### src/rtl/akc_pkg.sv
// Package for the alarm keypad controller: mode, event, feedback and
// register-index codes, plus the result record shared by the core.
// No dependencies.
`timescale 1ns / 1ps
`default_nettype none

package akc_pkg;

  typedef enum logic [2:0] {
    MODE_INIT      = 3'd0,
    MODE_DISARMED  = 3'd1,
    MODE_PWDCHG    = 3'd2,
    MODE_ARMED     = 3'd3,
    MODE_INTRUSION = 3'd4,
    MODE_ALARM     = 3'd5
  } mode_t;

  typedef enum logic [2:0] {
    FUNC_TICK      = 3'd0,
    FUNC_KEY       = 3'd1,
    FUNC_TRIP      = 3'd2,
    FUNC_HEARTBEAT = 3'd3,
    FUNC_REPORT    = 3'd4,
    FUNC_ID_DONE   = 3'd5
  } func_t;

  typedef enum logic [2:0] {
    FB_NONE   = 3'd0,
    FB_DIGIT1 = 3'd1,
    FB_DIGIT2 = 3'd2,
    FB_DIGIT3 = 3'd3,
    FB_OK     = 3'd4,
    FB_WRONG  = 3'd5
  } feedback_t;

  typedef enum logic [1:0] {
    REG_PASSWORD    = 2'd0,
    REG_DELAY       = 2'd1,
    REG_WRONG_LIMIT = 2'd2,
    REG_NODE_ID     = 2'd3
  } reg_idx_t;

  localparam int unsigned DigitW   = 4;
  localparam int unsigned EntryLen = 4;
  localparam logic [4:0]  NoKey    = 5'd16;
  localparam logic [3:0]  WrongMax = 4'd15;
  localparam logic [15:0] DelayRst = 16'd100;
  localparam logic [3:0]  LimitRst = 4'd2;

  typedef struct packed {
    logic [2:0] mode;
    logic       send_msg;
    logic [7:0] msg_node;
    logic       siren_on;
    logic [2:0] keypad_feedback;
    logic       entry_active;
  } result_t;

endpackage

`default_nettype wire

### src/rtl/alarm_keypad_controller_core.sv
// Alarm keypad controller core: debounce, password entry, mode machine,
// broadcast flagging and a two-deep output buffer.
// Depends on akc_pkg.
`timescale 1ns / 1ps
`default_nettype none

// One request in gives one result out. Each request is resolved in the
// cycle it is accepted, with the mode, debounce and delay state updated at
// that edge. Its result goes into the output register, or into the skid
// entry while the output register is held, so the core takes one request
// per cycle while in_stall is low; in_stall rises only when both are full,
// so a stalled consumer queues at most two results before input is held.
// Configuration writes are always ready and take effect at once; write them
// only while no request is in flight.
module alarm_keypad_controller_core (
  input  wire logic        clk,
  input  wire logic        rst_n,
  input  wire logic        in_valid,
  output logic             in_stall,
  input  wire logic [2:0]  in_func,
  input  wire logic        in_key_present,
  input  wire logic [3:0]  in_key_code,
  input  wire logic [2:0]  in_reported_state,
  output logic             out_valid,
  input  wire logic        out_stall,
  output logic [2:0]       out_mode,
  output logic             out_send_msg,
  output logic [7:0]       out_msg_node,
  output logic             out_siren_on,
  output logic [2:0]       out_keypad_feedback,
  output logic             out_entry_active,
  input  wire logic        cfg_valid,
  output logic             cfg_ready,
  input  wire logic [1:0]  cfg_index,
  input  wire logic [15:0] cfg_data
);

  // configuration
  logic [15:0] password_r;
  logic [15:0] delay_cfg_r;
  logic [3:0]  wrong_limit_r;
  logic [7:0]  node_id_r;

  // controller state
  akc_pkg::mode_t mode_r, mode_nxt;
  akc_pkg::mode_t last_sent_r, last_sent_nxt;
  logic [3:0]  wrong_cnt_r, wrong_cnt_nxt;
  logic [4:0]  key_prev_r, key_prev_nxt;
  logic [4:0]  key_prev2_r, key_prev2_nxt;
  logic [akc_pkg::DigitW-1:0] digits_r [akc_pkg::EntryLen];
  logic [1:0]  typed_cnt_r, typed_cnt_nxt;
  logic [15:0] delay_cnt_r, delay_cnt_nxt;
  logic        delay_run_r, delay_run_nxt;

  // output buffer
  logic             out_valid_r, out_valid_nxt;
  akc_pkg::result_t out_data_r, out_data_nxt;
  logic             skid_valid_r, skid_valid_nxt;
  akc_pkg::result_t skid_data_r, skid_data_nxt;

  logic in_fire, out_fire, cfg_fire;
  logic take;
  logic [4:0] sample;
  logic pwd_ok, pw_bad, expired, push, send;
  akc_pkg::feedback_t feedback;
  akc_pkg::mode_t m;
  akc_pkg::result_t res;

  assign cfg_ready = 1'b1;
  assign cfg_fire  = cfg_valid && cfg_ready;
  assign in_stall  = skid_valid_r;
  assign in_fire   = in_valid && !skid_valid_r;
  assign out_fire  = out_valid_r && !out_stall;

  always_ff @(posedge clk) begin
    if (!rst_n) begin
      password_r    <= '0;
      delay_cfg_r   <= akc_pkg::DelayRst;
      wrong_limit_r <= akc_pkg::LimitRst;
      node_id_r     <= '0;
    end else if (cfg_fire) begin
      unique case (akc_pkg::reg_idx_t'(cfg_index))
        akc_pkg::REG_PASSWORD:    password_r    <= cfg_data;
        akc_pkg::REG_DELAY:       delay_cfg_r   <= cfg_data;
        akc_pkg::REG_WRONG_LIMIT: wrong_limit_r <= cfg_data[3:0];
        akc_pkg::REG_NODE_ID:     node_id_r     <= cfg_data[7:0];
        default: ;
      endcase
    end
  end

  // Resolve one request: event handling, then one pass of the mode machine.
  always_comb begin
    mode_nxt      = mode_r;
    last_sent_nxt = last_sent_r;
    wrong_cnt_nxt = wrong_cnt_r;
    key_prev_nxt  = key_prev_r;
    key_prev2_nxt = key_prev2_r;
    typed_cnt_nxt = typed_cnt_r;
    delay_cnt_nxt = delay_cnt_r;
    delay_run_nxt = delay_run_r;
    sample        = in_key_present ? {1'b0, in_key_code} : akc_pkg::NoKey;
    take          = 1'b0;
    pwd_ok        = 1'b0;
    pw_bad        = 1'b0;
    expired       = 1'b0;
    push          = 1'b0;
    send          = 1'b0;
    feedback      = akc_pkg::FB_NONE;

    unique case (in_func)
      akc_pkg::FUNC_TICK: begin
        if (delay_run_r) begin
          if (delay_cnt_r <= 16'd1) begin
            delay_cnt_nxt = '0;
            delay_run_nxt = 1'b0;
            mode_nxt      = akc_pkg::MODE_ALARM;
            expired       = 1'b1;
          end else begin
            delay_cnt_nxt = delay_cnt_r - 16'd1;
          end
        end
      end
      akc_pkg::FUNC_KEY: begin
        take          = in_key_present && sample == key_prev_r && sample != key_prev2_r;
        key_prev2_nxt = key_prev_r;
        key_prev_nxt  = sample;
        if (take) begin
          if (typed_cnt_r != 2'd3) begin
            typed_cnt_nxt = typed_cnt_r + 2'd1;
            feedback      = akc_pkg::feedback_t'({1'b0, typed_cnt_nxt});
          end else begin
            // fourth digit arrives on the port; the first three are stored
            typed_cnt_nxt = '0;
            if (digits_r[0] == password_r[3:0] && digits_r[1] == password_r[7:4] &&
                digits_r[2] == password_r[11:8] && in_key_code == password_r[15:12]) begin
              pwd_ok   = 1'b1;
              feedback = akc_pkg::FB_OK;
            end else begin
              pw_bad   = 1'b1;
              feedback = akc_pkg::FB_WRONG;
            end
          end
        end
      end
      akc_pkg::FUNC_REPORT: begin
        if (in_reported_state <= 3'(akc_pkg::MODE_ALARM))
          last_sent_nxt = akc_pkg::mode_t'(in_reported_state);
      end
      akc_pkg::FUNC_ID_DONE: begin
        if (mode_r == akc_pkg::MODE_INIT) begin
          mode_nxt      = akc_pkg::MODE_DISARMED;
          last_sent_nxt = akc_pkg::MODE_DISARMED;
        end
      end
      default: ;
    endcase

    m = mode_nxt;
    if (in_func == akc_pkg::FUNC_TRIP && m == akc_pkg::MODE_ARMED) begin
      m    = akc_pkg::MODE_INTRUSION;
      push = 1'b1;
    end
    if (pwd_ok) begin
      if (m == akc_pkg::MODE_DISARMED)
        m = akc_pkg::MODE_ARMED;
      else if (m == akc_pkg::MODE_ARMED || m == akc_pkg::MODE_INTRUSION ||
               m == akc_pkg::MODE_ALARM)
        m = akc_pkg::MODE_DISARMED;
      push = 1'b1;
    end else if (pw_bad && (m == akc_pkg::MODE_ARMED || m == akc_pkg::MODE_INTRUSION ||
                            m == akc_pkg::MODE_ALARM)) begin
      if (wrong_cnt_r != akc_pkg::WrongMax)
        wrong_cnt_nxt = wrong_cnt_r + 4'd1;
    end
    if (wrong_cnt_nxt > wrong_limit_r &&
        (m == akc_pkg::MODE_ARMED || m == akc_pkg::MODE_INTRUSION)) begin
      m    = akc_pkg::MODE_ALARM;
      push = 1'b1;
    end
    if (in_func == akc_pkg::FUNC_HEARTBEAT &&
        (m == akc_pkg::MODE_ARMED || m == akc_pkg::MODE_INTRUSION)) begin
      m    = akc_pkg::MODE_ALARM;
      push = 1'b1;
    end
    // adopt the network's view unless this node decided something itself
    if (last_sent_nxt != m && !push && !expired)
      m = last_sent_nxt;
    if (m != mode_r) begin
      if (m == akc_pkg::MODE_DISARMED) begin
        wrong_cnt_nxt = '0;
      end else if (m == akc_pkg::MODE_INTRUSION) begin
        delay_cnt_nxt = delay_cfg_r;
        delay_run_nxt = 1'b1;
      end
    end
    if (m != last_sent_nxt) begin
      send          = (m != akc_pkg::MODE_INIT);
      last_sent_nxt = m;
    end
    mode_nxt = m;

    res.mode            = 3'(m);
    res.send_msg        = send;
    res.msg_node        = send ? node_id_r : 8'd0;
    res.siren_on        = (m == akc_pkg::MODE_ALARM);
    res.keypad_feedback = 3'(feedback);
    res.entry_active    = (typed_cnt_nxt != 2'd0);
  end

  always_ff @(posedge clk) begin
    if (!rst_n) begin
      mode_r      <= akc_pkg::MODE_INIT;
      last_sent_r <= akc_pkg::MODE_INIT;
      wrong_cnt_r <= '0;
      key_prev_r  <= akc_pkg::NoKey;
      key_prev2_r <= akc_pkg::NoKey;
      typed_cnt_r <= '0;
      delay_cnt_r <= '0;
      delay_run_r <= 1'b0;
    end else if (in_fire) begin
      mode_r      <= mode_nxt;
      last_sent_r <= last_sent_nxt;
      wrong_cnt_r <= wrong_cnt_nxt;
      key_prev_r  <= key_prev_nxt;
      key_prev2_r <= key_prev2_nxt;
      typed_cnt_r <= typed_cnt_nxt;
      delay_cnt_r <= delay_cnt_nxt;
      delay_run_r <= delay_run_nxt;
    end
  end

  // digit store: written only, never cleared
  always_ff @(posedge clk) begin
    if (in_fire && take)
      digits_r[typed_cnt_r] <= in_key_code;
  end

  // output register with skid entry
  always_comb begin
    out_valid_nxt  = out_valid_r;
    out_data_nxt   = out_data_r;
    skid_valid_nxt = skid_valid_r;
    skid_data_nxt  = skid_data_r;
    if (out_fire || !out_valid_r) begin
      out_valid_nxt  = skid_valid_r || in_fire;
      out_data_nxt   = skid_valid_r ? skid_data_r : res;
      skid_valid_nxt = 1'b0;
    end else if (in_fire) begin
      skid_valid_nxt = 1'b1;
      skid_data_nxt  = res;
    end
  end

  always_ff @(posedge clk) begin
    if (!rst_n) begin
      out_valid_r  <= 1'b0;
      skid_valid_r <= 1'b0;
    end else begin
      out_valid_r  <= out_valid_nxt;
      skid_valid_r <= skid_valid_nxt;
    end
  end

  always_ff @(posedge clk) begin
    out_data_r  <= out_data_nxt;
    skid_data_r <= skid_data_nxt;
  end

  assign out_valid           = out_valid_r;
  assign out_mode            = out_data_r.mode;
  assign out_send_msg        = out_data_r.send_msg;
  assign out_msg_node        = out_data_r.msg_node;
  assign out_siren_on        = out_data_r.siren_on;
  assign out_keypad_feedback = out_data_r.keypad_feedback;
  assign out_entry_active    = out_data_r.entry_active;

`ifndef SYNTHESIS
  a_skid_behind_out: assert property (@(posedge clk) disable iff (!rst_n)
    skid_valid_r |-> out_valid_r)
    else $error("skid entry holds a result while the output register is empty");

  a_no_init_broadcast: assert property (@(posedge clk) disable iff (!rst_n)
    (out_valid && out_send_msg) |-> (out_mode != 3'(akc_pkg::MODE_INIT)))
    else $error("broadcast flagged for init mode");

  a_entry_closed: assert property (@(posedge clk) disable iff (!rst_n)
    (out_valid && (out_keypad_feedback == 3'(akc_pkg::FB_OK) ||
                   out_keypad_feedback == 3'(akc_pkg::FB_WRONG))) |-> !out_entry_active)
    else $error("entry still active after a full password was checked");

  a_node_only_on_send: assert property (@(posedge clk) disable iff (!rst_n)
    (out_valid && !out_send_msg) |-> (out_msg_node == 8'd0))
    else $error("node id shown without a broadcast");
`endif

endmodule

`default_nettype wire

### config.mk
export PLATFORM = sky130hd
export DESIGN_NAME = alarm_keypad_controller_core
export DESIGN_NICKNAME = d
export VERILOG_FILES = /design/src/rtl/akc_pkg.sv /design/src/rtl/alarm_keypad_controller_core.sv
export SDC_FILE = /design/constraint.sdc
export NUM_CORES = 1
export LEC_CHECK = 0
export BUFFER_PORTS_ARGS = -buffer_cell sky130_fd_sc_hd__buf_2
export CAP_MARGIN = 40
export CORE_ASPECT_RATIO = 0.5
export CORE_MARGIN = 4
export CORE_UTILIZATION = 41
export DETAILED_ROUTE_END_ITERATION = 10
export HOLD_SLACK_MARGIN = 0.12
export PLACE_DENSITY = 0.64
export REMOVE_ABC_BUFFERS = 1
export SYNTH_ARGS = -nofsm -noshare
export SYNTH_HDL_FRONTEND = slang
export SYNTH_SLANG_ARGS = --single-unit
### constraint.sdc
create_clock -name clk -period 10 [get_ports clk]
set_input_delay 2 -clock clk [delete_from_list [all_inputs] [get_ports clk]]
set_output_delay 2 -clock clk [all_outputs]
set_load 0.03 [all_outputs]
* Word-level counts from Yosys, hierarchy flattened
Memory sizes are Yosys's and may differ from the RTL's.
Cells that the tools add are included.
** Storage, ports and cells
- Flip-flop bits (word level) :: 119
- Latch bits :: 0
- Bits in writable memories :: 16
- Bits in read-only memories :: 0
- Bits of input ports :: 34
- Output and inout port bits :: 20
- Word-level logic and storage cells :: 164
- Memories :: 1
** Cells by class
- Add/subtract/negate cells :: 3
- Multiply operators :: 0
- Div/mod/pow operators :: 0
- Order comparisons :: 3
- Equal/unequal tests :: 31
- Shift operators :: 0
- Multiplexer cells :: 61
- Bitwise logic cells :: 2
- Reductions and logical operators :: 37
** Memory list
- digits_r :: depth 4, bits a word 4, read ports 3, clocked after Yosys merged registers in 0, wr ports 1, RTL line alarm_keypad_controller_core.sv:50 : logic [akc_pkg::DigitW-1:0] digits_r [akc_pkg::EntryLen];
** Operator list (count)
- 2-to-1 mux 16 bit :: 6
- 2-to-1 mux 3 bit :: 16
- 2-to-1 mux 1 bit :: 26
- equality test 3 bit (second input constant) :: 8
- 2-to-1 mux 4 bit :: 5
- equality test 3 x 2 -> 1 bit (second input constant) :: 6
- 2-to-1 mux 17 bit :: 1
- equality test 4 bit :: 4
- less-or-equal comparator 16 x 1 -> 1 bit (second input constant) :: 1
- subtractor 16 x 1 -> 16 bit (second input constant) :: 1
- logical AND 1 bit :: 14
- one-hot mux 3 bit (2 select lines) :: 2
- AND reduction 2 bit :: 6
- equality test 3 x 1 -> 1 bit (second input constant) :: 3
- != test 3 bit :: 3
- 2-to-1 mux 8 bit :: 1
- logical NOT 3 bit :: 2
- logical OR 1 bit :: 6
- 2-to-1 mux 2 bit :: 3
- equality test 5 bit :: 1
- logical NOT 1 bit :: 5
- 2-to-1 mux 5 bit :: 1
- != test 5 bit :: 1
- adder 4 x 1 -> 4 bit (second input constant) :: 1
- 12 further kinds :: 14

* Logic depth before layout (Yosys ltp)
Gate-level depths: netlist of run 1.
- Depth after elaboration :: 29
- Mapped depth :: 25

* Worst setup path after synthesis of run 1
Ideal clock, no wire load.
- Kind :: input-to-reg
- Start point :: input port in_func[1]
- End point :: register delay_cnt_r[11]
- Arrival :: 6572 ps
- Setup slack :: 3308 ps
- Stages :: 24
- Path through :: buf_6 -> or4b_4 -> buf_6 -> nand3b_4 -> or2_1 -> buf_6 -> a31oi_1 -> and3_1 -> nand2_1 -> nor2_1 -> mux2i_1 -> ha_1 -> a211oi_1 -> o21ai_0 -> a22oi_1 -> nand2_1 -> a2111oi_0 -> mux2_2 -> a211oi_1 -> a211oi_2 -> nor4b_4 -> buf_6 -> nor2_1 -> o31a_1
** Between the ends
- Word-level cells in the longest chain between the ends :: 27
- Elaborated cells on any way between the ends :: 54
- Those cells by class :: order compare (1); eq/ne (18); mux (22); reduce/logical (13)
** Ends and longest elaborated chain
- start, declared :: RTL line alarm_keypad_controller_core.sv:20 : input wire logic [2:0] in_func,
- branches (longest 22 deep; another with greater-than comparator 4 bit)
- 2-to-1 mux 3 bit * :: RTL line alarm_keypad_controller_core.sv:187 : if (last_sent_nxt != m && !push && !expired)
- via m[2] :: RTL line alarm_keypad_controller_core.sv:66 : akc_pkg::mode_t m;
- equality test 3 bit :: RTL line alarm_keypad_controller_core.sv:192 : end else if (m == akc_pkg::MODE_INTRUSION) begin
- 2-to-1 mux 16 bit :: RTL line alarm_keypad_controller_core.sv:192
- 2-to-1 mux 16 bit :: RTL line alarm_keypad_controller_core.sv:190 : if (m == akc_pkg::MODE_DISARMED) begin
- 2-to-1 mux 16 bit * :: RTL line alarm_keypad_controller_core.sv:189 : if (m != mode_r) begin
- end signal, assigned :: RTL line alarm_keypad_controller_core.sv:228 : delay_cnt_r <= delay_cnt_nxt;
- end, declared :: RTL line alarm_keypad_controller_core.sv:52 : logic [15:0] delay_cnt_r, delay_cnt_nxt;
Mark *: on every way through the listed nets, which the timed path passes.
A chain may end at the register's enable or synchronous reset.

* Worst setup path in the final report of run 1
Ends and elaborated chain as after synthesis.

==> results of run 1 <==
==> worst max-delay path, stage by stage <==
cell       delay [ns]
buf_2            0.15
or4b_4           0.59
nand3b_4         0.18
or2_1            0.39
a31oi_1          0.23
nand4b_1         0.24
mux2_2           0.35
ha_1             0.18
a211oi_1         0.22
o21ai_0          0.18
a22oi_1          0.34
nand2_1          0.10
a2111oi_0        0.44
mux2_2           0.29
a211oi_1         0.09
a211oi_2         0.39
nor4b_4          0.26
buf_4            0.37
nor2_1           0.09
o31a_1           0.29
==> Yosys cell counts (3+ instances only) <==
cell type  instances
clkbuf_8           6
and2_1             7
o31ai_1           12
ha_1              11
or3_1              3
nor4_1             5
o211ai_1           5
edfxtp_1          46
xnor2_1           26
o21ai_0           25
xor2_1             4
clkbuf_1          25
inv_1             26
mux2_2             7
or4_1              4
o211a_1            3
nand2b_1           4
o21a_1             3
nand3_1           24
nor2_1            58
nand3b_1           7
a21oi_1           49
mux2i_1           21
nand2_1          153
nor3b_1            3
nor3_1            13
nand4_1            8
a31oi_1           16
a211oi_1           6
and3_1             3
nor2b_1            4
dfxtp_1           85
buf_6              7
or3_2              6
==> metal layers <==
layer  vias to the layer above  wire length, um  share of wire
met1                      2608             8748           0.51
met5                         -                0              0
met2                       164             7152           0.42
li1                       2704                -              -
met3                        20             1047          0.061
met4                         0              188          0.011
==> cells by family (layout without fill, tap and decap cells) <==
family	count (synthesis)	count (layout)
mux	29	29
fa+ha+maj	11	11
buf+inv	69	117
other cells	1	1
flops	131	131
compound gates	145	145
xor+xnor	30	30
simple gates	330	330
==> registers in the layout (all words and copies together), names as in the netlist <==
name and count:
delay_cfg_r 16, delay_cnt_r 16, delay_run_r 1, digits_r 12, in_stall 1, key_prev2_r 5, key_prev_r 5, last_sent_r 3
mode_r 3, node_id_r 8, out_entry_active 1, out_keypad_feedback 3, out_mode 3, out_msg_node 8, out_send_msg 1, out_siren_on 1
out_valid 1, password_r 16, skid_data_r 17, typed_cnt_r 2, wrong_cnt_r 4, wrong_limit_r 4
==> power groups by stage <==
stage	logic, mW	registers (mW)	clock network (mW)
after floorplan	0.124	0.615	0
after CTS	0.201	0.593	0.628
after global routing	0.222	0.596	0.655
after detailed placement	0.200	0.605	0
final	0.201	0.594	0.619
after global placement	0.198	0.604	0
==> per-stage QoR <==
stage	hold slack (ns)	power (mW)	instance area (um2)
6_report	0.4530	1.414	7640
5_1_grt	0.4705	1.473	7640
4_1_cts	0.4555	1.423	7640
3_5_place_dp	0.4472	0.8049	7054
3_3_place_gp	0.4404	0.8018	7047
2_1_floorplan	0.4316	0.7392	6460
==> final timing paths <==
kind,start,to,slack (ns),cells after the start
max,in_func[1],delay_cnt_r[11],2.89,20
min,delay_cfg_r[11],delay_cfg_r[11],0.45,2
max reg2reg,delay_cnt_r[8],delay_cnt_r[11],4.16,19
min reg2reg,delay_cfg_r[11],delay_cfg_r[11],0.45,2
==> cell type report <==
cell class | instances | area [um2]
fillers | 1529 | 8135
multi-input cells | 546 | 3284
flip-flops and latches | 131 | 3083
clock buffers | 19 | 452.9
repair buffers | 59 | 312.8
well taps | 221 | 276.5
clock inverters | 13 | 132.6
inverters | 26 | 97.59
==> reports/results.ini, run 1 <==
[sta]
setup_violations = 0
fin_setup_tns_ns = 0
period_needed_ns = 7.105
grt_setup_unrepaired = false
period_share = 0.7105
slew_headroom = 0.4749
fin_skew_ns = 0.01467
setup_ws_ns = 2.895
worst_pin_slew_ns = 0.7858
finalHoldViolCount = 0
fmax_mhz = 140.7
slew_violations = 0

[layout]
final_cells = 1015
mostFrequentLayoutCell = nand2_1
n_antenna_cell = 0
syn_to_final_growth_pct = 13.05
mostFrequentLayoutCells = 153 x nand2_1, 85 x dfxtp_1, 58 x nor2_1
nNetsFinal = 826
post-route-util = 0.4843
layout-drive-gt1-share = 0.1675

[worst_setup_path]
cp.arrival_ns = 7.40
endpoint_kind = flip-flop
crit_type = in2reg
worstPathRequired_ns = 10.29
cp-start-kind = input port
path_max_fanout = 33

[placement]
dp.cells = 983
dp_slack_ns = 2.526
gp_congestion = 0.8833
io_buffers = 52
hpwl_um = 12200

[detailed_routing]
drc = 0
ant_nets = 0
drtPass1Iterations = 5
avgViaCountPerCell = 5.415
via_count = 5496
wl_um = 17140
wire_per_inst_um = 16.88
drtIter0Drc = 383

[synth]
synth_edf_count = 46
ys_seq_area_frac = 0.4562
synth_top_cells_by_area = dfxtp_1 25%, edfxtp_1 20%, nand2_1 8.5%
synth_seq_cells = 131
synth-simple-area-share = 0.2450
netlist-cell-type-count = 79
netlist.area_leader.share = 0.2518
synth_xor_xnor_area_share = 0.03888
synthFlopType = dfxtp_1
synth_top_family_by_area = simple AND/OR/NAND/NOR gates
syn_inst = 746
syn_area_per_cell_um2 = 9.059
synthAdderAreaFrac = 0.02037
syn_area_mm2 = 0.006758
yosys.area.top_type = dfxtp_1
synth_compound_area_frac = 0.1355
yosys-mux-area-fraction = 0.04499
async_reset_ff_frac = 0
ys.warnings.count = 0

[power]
power_frac_seq = 0.420
ir_drop_mv = 0.1166
swShare = 0.2741
p_leak_nw = 2.881
p_int_mw = 1.027
netSwitchingPower_mw = 0.3876
power_frac_comb = 0.142
p_clk_frac = 0.438
powerDensity_mw_per_mm2 = 185.1

[global_route]
overflow = 0
top_usage_layer = met1
antenna_found_initial = 0
grt_max_degree = 38
grt_pass1_vias = 5241
grt.total_usage = 0.1883
grt_pass1_wl_um = 28250
grtUsageMet3 = 0.03326
gr-usage-met2 = 0.2743
use_met1 = 0.2855

[clocking]
cts_root_buf = clkbuf_16
post_cts_buffers = 0
clkSinkCount = 131
cts-hold-fix-buffers = 0
cts_buffers = 17
cts_tree = done
cts.clk_slew.worst_paths_ns = 0.06
worstSkewPairLatency_ns = 0.41
cts_resized = 0
cts.path.max_buffers = 2
cts_max_level = 4

[floorplan]
initial_core_util = 0.4284
fp.dieW_um = 189.6
ios = 54
dieArea_mm2 = 0.01872
die_h_um = 98.78
core_mm2 = 0.01578
num_rows = 32

[outcome]
outcome = complete, no violations

[flow_run]
max-cap-violations = 0

[min_path]
hold_path.class = reg2reg

(Power assumes the default switching activity.)
==> run 2: changes to the inputs <==
Settings changed: PLACE_DENSITY 0.64 to 0.66.
Clock period 10 ns to 6 ns, I/O delays scaled along.
==> reports/results.ini, run 2 (synthesized netlist as in run 1, its figures left out) <==
[worst_setup_path]
endpoint_kind = flip-flop
crit_type = in2reg
r2r-start = delay_cnt_r[8]
reg2reg_depth = 21
cp-start-kind = input port
rrSetupSlack_ns = 0.73
cp.arrival_ns = 5.90
r2r-end = delay_cnt_r[11]
worstPathRequired_ns = 6.30
path_max_fanout = 33

[placement]
dp_slack_ns = -0.01817
io_buffers = 52
hpwl_um = 12050
dp.cells = 1001
gp_congestion = 0.8321
dpl_cell_area_mm2 = 0.007214

[detailed_routing]
drtPass1Iterations = 5
ant_nets = 0
avgViaCountPerCell = 5.326
drtIter0Drc = 355
wl_um = 16940
drc = 0
wire_per_inst_um = 16.40
via_count = 5502

[sta]
worst_pin_slew_ns = 0.7826
hold_ws_ns = 0.4620
slew_violations = 0
finalHoldViolCount = 0
setup_violations = 0
fin_skew_ns = 0.01196
period_needed_ns = 5.600
slew_headroom = 0.4770
fin_setup_tns_ns = 0
grt_setup_unrepaired = false
fmax_mhz = 178.6
setup_ws_ns = 0.3998
period_share = 0.9334

[clocking]
cts_tree = done
cts_max_level = 4
cts_root_buf = clkbuf_16
worstSkewPairLatency_ns = 0.42
cts.path.max_buffers = 2
cts_buffers = 17
clkSinkCount = 131
cts.clk_slew.worst_paths_ns = 0.06

[floorplan]
fp.dieW_um = 189.6
ios = 54
core_mm2 = 0.01578
die_h_um = 98.78
num_rows = 32
initial_core_util = 0.4284
dieArea_mm2 = 0.01872

[min_path]
holdPathEnd = delay_cfg_r[11]
hold_path_depth = 2
hold_path.startpoint = delay_cfg_r[11]
hold_path.class = reg2reg

[layout]
layout-drive-gt1-share = 0.1860
nNetsFinal = 844
post-route-util = 0.4964
largest_register_ffs = 17
final_cells = 1033
mostFrequentLayoutCell = nand2_1
num-fill-cells = 1527
syn_to_final_growth_pct = 15.89
regMostFlops = skid_data_r
n_antenna_cell = 0
mostFrequentLayoutCells = 153 x nand2_1, 85 x dfxtp_1, 58 x nor2_1
stdcell_area_mm2 = 0.007831

[power]
p_leak_nw = 2.971
powerDensity_mw_per_mm2 = 309.8
finalPower_mw = 2.426
ir_drop_mv = 0.2023

[global_route]
grt_max_degree = 46
grt.total_usage = 0.1846
grt_pass1_wl_um = 27880
overflow = 0
grt_pass1_vias = 5298
antenna_found_initial = 0

[outcome]
outcome = complete, no violations

[flow_run]
max-cap-violations = 0

-- run 2: changes by cell type in the layout (fill, tap and decap cells not counted) --
cell | before | now
a22oi_1 | 2 | 1
a22oi_2 | 0 | 1
buf_12 | 0 | 2
buf_4 | 7 | 23
bufinv_16 | 2 | 3
clkbuf_1 | 0 | 1
clkinv_2 | 4 | 1
clkinv_4 | 3 | 2
clkinvlp_4 | 1 | 4
inv_4 | 1 | 0
-- run 2: how the worst max path moves through the flow --
stage                     cells past startpoint  slack (ns)        from              end
after floorplan                              20       -0.26  in_func[2]  delay_cnt_r[11]
after global placement                       22         0.1  in_func[2]  delay_cnt_r[11]
after detailed placement                     22       -0.02  in_func[2]  delay_cnt_r[11]
after CTS                                    22        0.35  in_func[2]  delay_cnt_r[11]
after global routing                         22        0.03  in_func[2]  delay_cnt_r[11]
final                                        22        0.40  in_func[2]  delay_cnt_r[11]
-- run 2: critical path: stages --
cell and delay [ns]:
buf_2 0.10, or4b_4 0.54, nand3b_4 0.17, or2_1 0.24, a31oi_1 0.17, and3_1 0.22
nand2_1 0.08, nor2_1 0.09, mux2i_1 0.10, ha_1 0.32, a211oi_1 0.20, o21ai_0 0.18
a22oi_2 0.24, nand2_1 0.08, a2111oi_0 0.42, mux2_2 0.27, a211oi_1 0.09, a211oi_2 0.29
nor4b_4 0.29, buf_12 0.23, nor2_1 0.07, o31a_1 0.30
-- run 2: where the power goes --
group / internal, mW / total (mW) / switching, mW
Combinational: 0.138 / 0.358 / 0.220
Sequential: 0.959 / 0.989 / 0.0304
Clock: 0.676 / 1.08 / 0.404
Total: 1.77 / 2.43 / 0.654
-- run 2: per-layer routing --
layer  GRT usage  wire length [um]
met1      0.2644              8464
met3     0.04989              1036
met5           0                 0
met2      0.2760              7199
met4     0.05056               238
-- run 2: repair_timing --
item / in CTS / in global routing
resized for setup: 0 / 1
setup endpoints to repair: 0 / 13
endpoints found under the hold margin: 0 / 0
hold buffers: 0 / 0
setup buffers: 0 / 0
-- run 2: layout make-up --
class                      instances  area, um2  share of cell area
multi-input combinational        546       3289              0.4200
clock inverter                    12      155.1             0.01981
inverter                          26      97.59             0.01246
tap                              221      276.5             0.03531
sequential                       131       3083              0.3937
clock buffer                      20      456.7             0.05832
timing repair buffer              77      473.0             0.06039
==> run 3: changes to the inputs <==
Settings changed: ABC_AREA set to 1.
==> reports/results.ini, run 3 <==
[worst_setup_path]
cp-start-kind = input port
crit_type = in2reg
worstPathRequired_ns = 6.18
path_max_fanout = 12
cp.arrival_ns = 5.64
cp_top_family = simple AND/OR/NAND/NOR gates
path_buf_inv = 3
slowest_delay_ns = 0.33
endpoint_kind = flip-flop
crit_path_frequent_cell = nand2_1
critPathSlowestCell = mux2_2

[layout]
syn_to_final_growth_pct = 14.87
mostFrequentLayoutCells = 223 x nand2_1, 140 x nor2_1, 116 x inv_1
largest_register_ffs = 17
regMostFlops = skid_data_r
mostFrequentLayoutCell = nand2_1
n_antenna_cell = 0
layout-drive-gt1-share = 0.1431
nNetsFinal = 1073

[synth]
synth_edf_count = 46
synthFlopType = dfxtp_1
netlist.area_leader.share = 0.2381
ys.warnings.count = 0
syn_area_mm2 = 0.007146
ys_seq_area_frac = 0.4314
yosys.area.top_type = dfxtp_1
syn_inst = 977
ys_top_cells_by_count = 223 x nand2_1, 141 x nor2_1, 116 x inv_1, 85 x dfxtp_1, 77 x o21ai_0
netlist-cell-type-count = 41
async_reset_ff_frac = 0
syn_area_per_cell_um2 = 7.314
synth_seq_cells = 131
synth_top_cells_by_area = dfxtp_1 24%, edfxtp_1 19%, nand2_1 12%
yosysMostFrequentCell = nand2_1

[detailed_routing]
wire_per_inst_um = 14.38
drc = 0
drtIter0Drc = 395
drtPass1Iterations = 5
avgViaCountPerCell = 5.022
via_count = 6368
wl_um = 18230
ant_nets = 0

[clocking]
cts_resized = 0
clkSinkCount = 131
cts.clk_slew.worst_paths_ns = 0.07
post_cts_buffers = 0
cts.path.max_buffers = 2
cts_root_buf = clkbuf_16
cts_max_level = 4
cts_buffers = 17
cts-hold-fix-buffers = 0
worstSkewPairLatency_ns = 0.42
cts_tree = done

[flow_run]
max-cap-violations = 0

[sta]
slew_headroom = 0.4794
fin_skew_ns = 0.01243
slew_violations = 0
fin_setup_tns_ns = 0
grt_setup_unrepaired = false
setup_violations = 0
period_needed_ns = 5.457
fmax_mhz = 183.2
finalHoldViolCount = 0
hold_ws_ns = 0.4555
period_share = 0.9096
worst_pin_slew_ns = 0.7761

[floorplan]
num_rows = 33
core_mm2 = 0.01672
die_h_um = 101.4
dieArea_mm2 = 0.01973
initial_core_util = 0.4273
ios = 54
fp.dieW_um = 194.7

[power]
power_frac_comb = 0.200
p_int_mw = 1.674
ir_drop_mv = 0.2272
p_clk_frac = 0.404
finalPower_mw = 2.544
power_frac_seq = 0.396
swShare = 0.3419
powerDensity_mw_per_mm2 = 309.9
netSwitchingPower_mw = 0.8697
p_leak_nw = 3.708

[global_route]
grt.total_usage = 0.1868
grt_max_degree = 69
grt_pass1_wl_um = 29960
grt_pass1_vias = 5989
overflow = 0
antenna_found_initial = 1

[min_path]
hold_path.class = reg2reg

[placement]
io_buffers = 52
hpwl_um = 13080
gp_congestion = 0.8934

[outcome]
outcome = complete, no violations

-- run 3: changes by cell type after synthesis, sizes merged, moves of 11 or more --
cell and delta:
clkbuf -11, inv +97, mux2i -21, nand2 +87, nand3 +58, nor2 +91
o21ai +49, o31ai -11, xnor2 -15
-- run 3: routing by layer --
| metal | vias up | global-route usage | wire [um] |
|---|---|---|---|
| met3 | 29 | 0.04520 | 1158 |
| met5 | - | 0 | 7 |
| met2 | 162 | 0.3001 | 7813 |
| li1 | 3265 | - | - |
| met1 | 2910 | 0.2540 | 8931 |
| met4 | 2 | 0.05508 | 318 |
-- run 3: area by class of cell --
class | instances | area [um2]
inverter | 127 | 483.0
tap | 227 | 284.0
fill | 1624 | 8514
clock inverter | 15 | 161.4
multi-input combinational | 692 | 3458
clock buffer | 17 | 425.4
sequential | 131 | 3083
timing repair buffer | 59 | 312.8
-- run 3: worst paths after layout --
kind	start	endpoint	slack [ns]	cells after the start
worst max-delay path	in_key_present	out_msg_node[4]	0.54	31
worst max register to register	delay_cnt_r[0]	out_msg_node[4]	0.96	30
worst min-delay path	node_id_r[4]	node_id_r[4]	0.46	2
worst min register to register	node_id_r[4]	node_id_r[4]	0.46	2
-- run 3: power by group through the flow --
stage	Sequential [mW]	Clock, mW	Combinational, mW
finish	1.01	1.03	0.508
global route	1.01	1.08	0.564
CTS	1.01	1.04	0.506
detailed placement	1.03	0	0.500
global placement	1.03	0	0.488
floorplan	1.05	0	0.338
-- run 3: stage by stage --
stage                     cells  utilization  area, um2  setup slack, ns
final                      1268       0.4908       8208           0.5426
after global routing       1268       0.4908       8208           0.1437
after CTS                  1268       0.4908       8208           0.6320
after detailed placement   1236       0.4557       7621           0.2591
after global placement     1235       0.4553       7614           0.4170
after floorplan             950            -       7022            1.158
-- run 3: cells by family after synthesis --
logic type	after synthesis	share of synthesized area
buf+inv	154	0.08492
other cells	1	0.0005248
xor+xnor	23	0.02819
fa+ha+maj	11	0.01926
compound gates	154	0.1180
mux	1	0.001576
flops	131	0.4314
simple gates	502	0.3161
-- run 3: tightest hold or removal path, cell delays in order, from the launching register on --
cell     delay (ns)
dfxtp_1        0.30
inv_1          0.06
a21oi_1        0.05
